## src/hdl/sqbd_pkg.sv

```systemverilog
`default_nettype none
package sqbd_pkg;

  typedef enum logic [1:0] {
    KIND_ASSIGNED = 2'd0,
    KIND_REJECTED = 2'd1,
    KIND_SERVED   = 2'd2,
    KIND_IDLE     = 2'd3
  } kind_t;

  localparam logic       MODE_ARRIVE = 1'b0;
  localparam logic       MODE_TICK   = 1'b1;
  localparam logic [0:0] CFG_REGULAR = 1'b0;
  localparam logic [0:0] CFG_MEMBER  = 1'b1;

  // one queued command between front and back
  typedef struct packed {
    logic        mode;
    logic [15:0] id;
    logic [3:0]  stime;
    logic        pool;
  } cmd_t;

  typedef enum logic [2:0] {
    ST_IDLE,
    ST_ARR_SCAN,
    ST_ARR_DONE,
    ST_TICK_READ,
    ST_TICK_WAIT,
    ST_TICK_ACT,
    ST_TICK_END
  } state_t;

endpackage
`default_nettype wire

```

## src/hdl/sqbd_front.sv

```systemverilog
`default_nettype none
// accepts commands into a two-entry queue
module sqbd_front (
  input  wire               clk,
  input  wire               rst_n,
  input  wire               start,
  output logic              busy,
  input  wire               in_mode,
  input  wire        [15:0] in_customer_id,
  input  wire        [3:0]  in_service_time,
  input  wire               in_is_member,
  output logic              q_valid,
  output sqbd_pkg::cmd_t    q_cmd,
  input  wire               q_pop
);

  sqbd_pkg::cmd_t q_r [2];
  logic [1:0] cnt_r, cnt_nxt;
  logic       rd_r, rd_nxt;
  logic       push;

  assign busy    = (cnt_r == 2'd2);
  assign push    = start && !busy;
  assign q_valid = (cnt_r != 2'd0);
  assign q_cmd   = q_r[rd_r];

  always_comb begin
    cnt_nxt = cnt_r + {1'b0, push} - {1'b0, q_pop};
    rd_nxt  = q_pop ? ~rd_r : rd_r;
  end

  always_ff @(posedge clk) begin
    if (!rst_n) begin
      cnt_r <= '0;
      rd_r  <= 1'b0;
    end else begin
      cnt_r <= cnt_nxt;
      rd_r  <= rd_nxt;
    end
  end

  always_ff @(posedge clk) begin
    if (push) begin
      q_r[rd_r ^ cnt_r[0]] <= '{mode: in_mode, id: in_customer_id,
                                stime: in_service_time, pool: in_is_member};
    end
  end

`ifndef SYNTHESIS
  a_no_overflow: assert property (@(posedge clk) disable iff (!rst_n)
    cnt_r <= 2'd2) else $error("queue overflow");
  a_pop_valid: assert property (@(posedge clk) disable iff (!rst_n)
    q_pop |-> q_valid) else $error("pop from empty queue");
  a_full_busy: assert property (@(posedge clk) disable iff (!rst_n)
    (cnt_r == 2'd2) |-> busy) else $error("full but not busy");
`endif

endmodule
`default_nettype wire

```

## config.mk

```make
export PLATFORM = sky130hd
export DESIGN_NAME = sqbd_front
export DESIGN_NICKNAME = d
export VERILOG_FILES = /design/src/hdl/sqbd_pkg.sv /design/src/hdl/sqbd_front.sv
export SDC_FILE = /design/constraint.sdc
export NUM_CORES = 1
export LEC_CHECK = 0
export ABC_AREA = 1
export BUFFER_PORTS_ARGS = -buffer_cell sky130_fd_sc_hd__buf_2
export CORE_MARGIN = 3
export CORE_UTILIZATION = 50
export CTS_CLUSTER_SIZE = 12
export DETAILED_ROUTE_END_ITERATION = 10
export PLACE_DENSITY = 0.77
export RECOVER_POWER = 50
export SYNTH_ARGS = -nofsm -noshare
export SYNTH_HDL_FRONTEND = slang
export SYNTH_SLANG_ARGS = --single-unit
export TNS_END_PERCENT = 100
```

## constraint.sdc

```tcl
create_clock -name clk -period 2.3 [get_ports clk]
set_clock_uncertainty 0.05 [all_clocks]
set_input_delay 0.46 -clock clk [delete_from_list [all_inputs] [get_ports clk]]
set_output_delay 0.46 -clock clk [all_outputs]
set_load 0.1 [all_outputs]
```

==> out/results.txt <==
Outcome: completed
Initial DRC count: 34
PortBufs: 49
Pleak: 0.935 nW
Combinational power share: 0.413
Slew Limit Fails: 0
Reg power frac: 0.445
Avg Cell Area, Syn: 18.5 µm²
Clock power share: 0.142
Period utilisation layout: 0.934
Req. time, crit path: 1.79 ns
Routed wire per std cell: 16.7 µm
Antenna violations before repair: 0
Crit start category: flip-flop
Post-CTS setup buffer count: 0
Placed cell count: 195
Layout cells sized above 1: 0.459
CP Class: reg -> out
CTS Sinks: 48
Sw Share: 0.389
Worst endpoint data arrival time: 1.64 ns
Antenna viol nets, final: 0
Total gr overflow: 0
Hold Vio Cnt, Final: 0
Peak supply drop: 0.577 mV
DP Wirelength: 2610 µm
Insertion delay of the later-clocked pin in the worst-skew pair: 0.34 ns
Worst Hold Class: in -> reg
Finished Core Util: 0.736
Design Area, Final: 0.00249 mm²
Nets: 184
RSZ-0062 raised after global routing: no
Root Buffer Master: clkbuf_4
Crit. End Element: primary output
DR WL met3: 211 µm
Final setup vio count: 0
DR vias/cell: 5.03
Detail Route met2 WL: 2000 µm
Gr usage total: 0.165
I/O pin cnt: 50
Crit Path Max Fanout: 17
Die footprint: 0.00435 mm²
Placement Cell Area: 0.00246 mm²
Worst-Margin Slew: 0.536 ns
Most common cell after layout, fill and taps aside: edfxtp_1
Mapped cell area: 0.00180 mm²
Post-CTS Hold Fix Bufs: 0
Via count: 1021
DRT Pass-1 Iters: 4
Met1 WL: 1140 µm
WHS: 0.235 ns
DIE HEIGHT: 65.9 µm
Cells after Synth: 97
CTS Buffer Depth: 2
Gpl congestion: 0.622
Syn-to-layout area delta: 38.8%
Initial Utilization: 0.530
First-pass GRT wire length: 5110 µm
Yosys reg bits: 48
Drt drc: 0
Vias in the first global route: 1068
PwrDens: 1010 mW/mm²
Layout Cells excl Fill: 203
Die width: 65.9 µm
CTS Buf Count: 5
Post-CTS resize count: 0
Pint: 1.54 mW
CTS tree: yes
Synth Net Count: 125
Post-synthesis sequential area ratio: 0.780
Clock slew at reported path FFs: 0.13 ns
CORE AREA: 0.00339 mm²
Fmax: 0.466 GHz
Relative slew slack: 0.643
Highest routed metal layer: met4
Post-layout min period: 2.15 ns
H-tree depth: 2
Largest net degree at the start of global routing: 18
Switch Pwr: 0.982 mW
Ant diodes: 0
# rows: 21
Post-synth cell types: 14
Max_cap viols: 0
Routed WL: 3380 µm
Commonest cells after routing, fill and taps aside: edfxtp_1, buf_12, mux2_2, buf_2, clkbuf_1
Synth Warn #: 0
Setup_tns: 0 ns
==> through the flow <==
step | total power [mW] | setup slack (ns)
3_3_place_gp | 2.17 | 0.577
3_5_place_dp | 2.20 | 0.525
4_1_cts | 2.55 | 0.117
5_1_grt | 2.61 | 0.0560
6_report | 2.52 | 0.152
2_1_floorplan | 1.81 | 0.174
==> critical path: stages, from the launching register on <==
cell     delay, ns
dfxtp_1       0.53
buf_12        0.20
mux2_2        0.38
buf_12        0.17
==> worst paths after layout <==
path | startpoint | to | slack, ns | depth (start not counted)
worst max-delay path | flip-flop | q_cmd[5] | 0.15 | 3
worst min register to register | rd_r$_SDFFE_PN0P_ | flip-flop | 0.53 | 3
worst max register to register | cnt_r[1]$_SDFF_PN0_ | cnt_r[1]$_SDFF_PN0_ | 0.46 | 10
worst min-delay path | in_is_member | q_r[1][0]$_DFFE_PP_ | 0.23 | 1
==> Yosys cell counts, drive strengths merged <==
cell type / n / area share
dfxtp: 4 / 0.045
nand2: 6 / 0.013
nor2b: 1 / 0.0035
inv: 5 / 0.010
nor2: 6 / 0.013
nand3: 1 / 0.0028
o21ai: 1 / 0.0028
mux2: 22 / 0.14
or2: 1 / 0.0035
edfxtp: 44 / 0.74
buf: 2 / 0.013
a21oi: 1 / 0.0028
xnor2: 1 / 0.0049
ha: 2 / 0.014
==> layer usage <==
layer / vias to the layer above / global-route usage
li1: 475 / -
met1: 507 / 0.168
met2: 35 / 0.308
met3: 4 / 0.0561
met4: 0 / 0.0635
met5: - / 0
==> cells by family (layout without fill, tap and decap cells) <==
logic type | count (synthesis) | after routing | share of synthesized area
XOR/XNOR | 1 | 1 | 0.00488
adder cells (fa/ha/maj) | 2 | 2 | 0.0139
flip-flops | 48 | 48 | 0.780
multiplexers | 22 | 22 | 0.138
AO/OA/AOI/OAI | 2 | 2 | 0.00557
AND/OR/NAND/NOR | 15 | 15 | 0.0348
buffers and inverters | 7 | 67 | 0.0230
==> registers in the layout, summed over array words and instances (netlist names), named ones only <==
register,flops
cnt_r,2
q_r,44
rd_r,1
==> layout make-up <==
type,instances,area (µm²)
Clock inverter,2,11.3
Fill cell,206,896
Timing Repair Buffer,54,604
Tap cell,46,57.6
Sequential cell,48,1400
Multi-Input combinational cell,42,359
Clock buffer,6,41.3
Inverter,5,18.8
==> power groups by stage <==
| stage | clock (mW) | sequential [mW] | combinational (mW) |
|---|---|---|---|
| after global placement | 0 | 1.13 | 1.04 |
| final | 0.359 | 1.12 | 1.04 |
| after detailed placement | 0 | 1.14 | 1.06 |
| after CTS | 0.367 | 1.12 | 1.06 |
| after global routing | 0.399 | 1.13 | 1.07 |
| after floorplan | 0 | 1.13 | 0.681 |
Note: power is estimated with default switching activity, not from simulation.
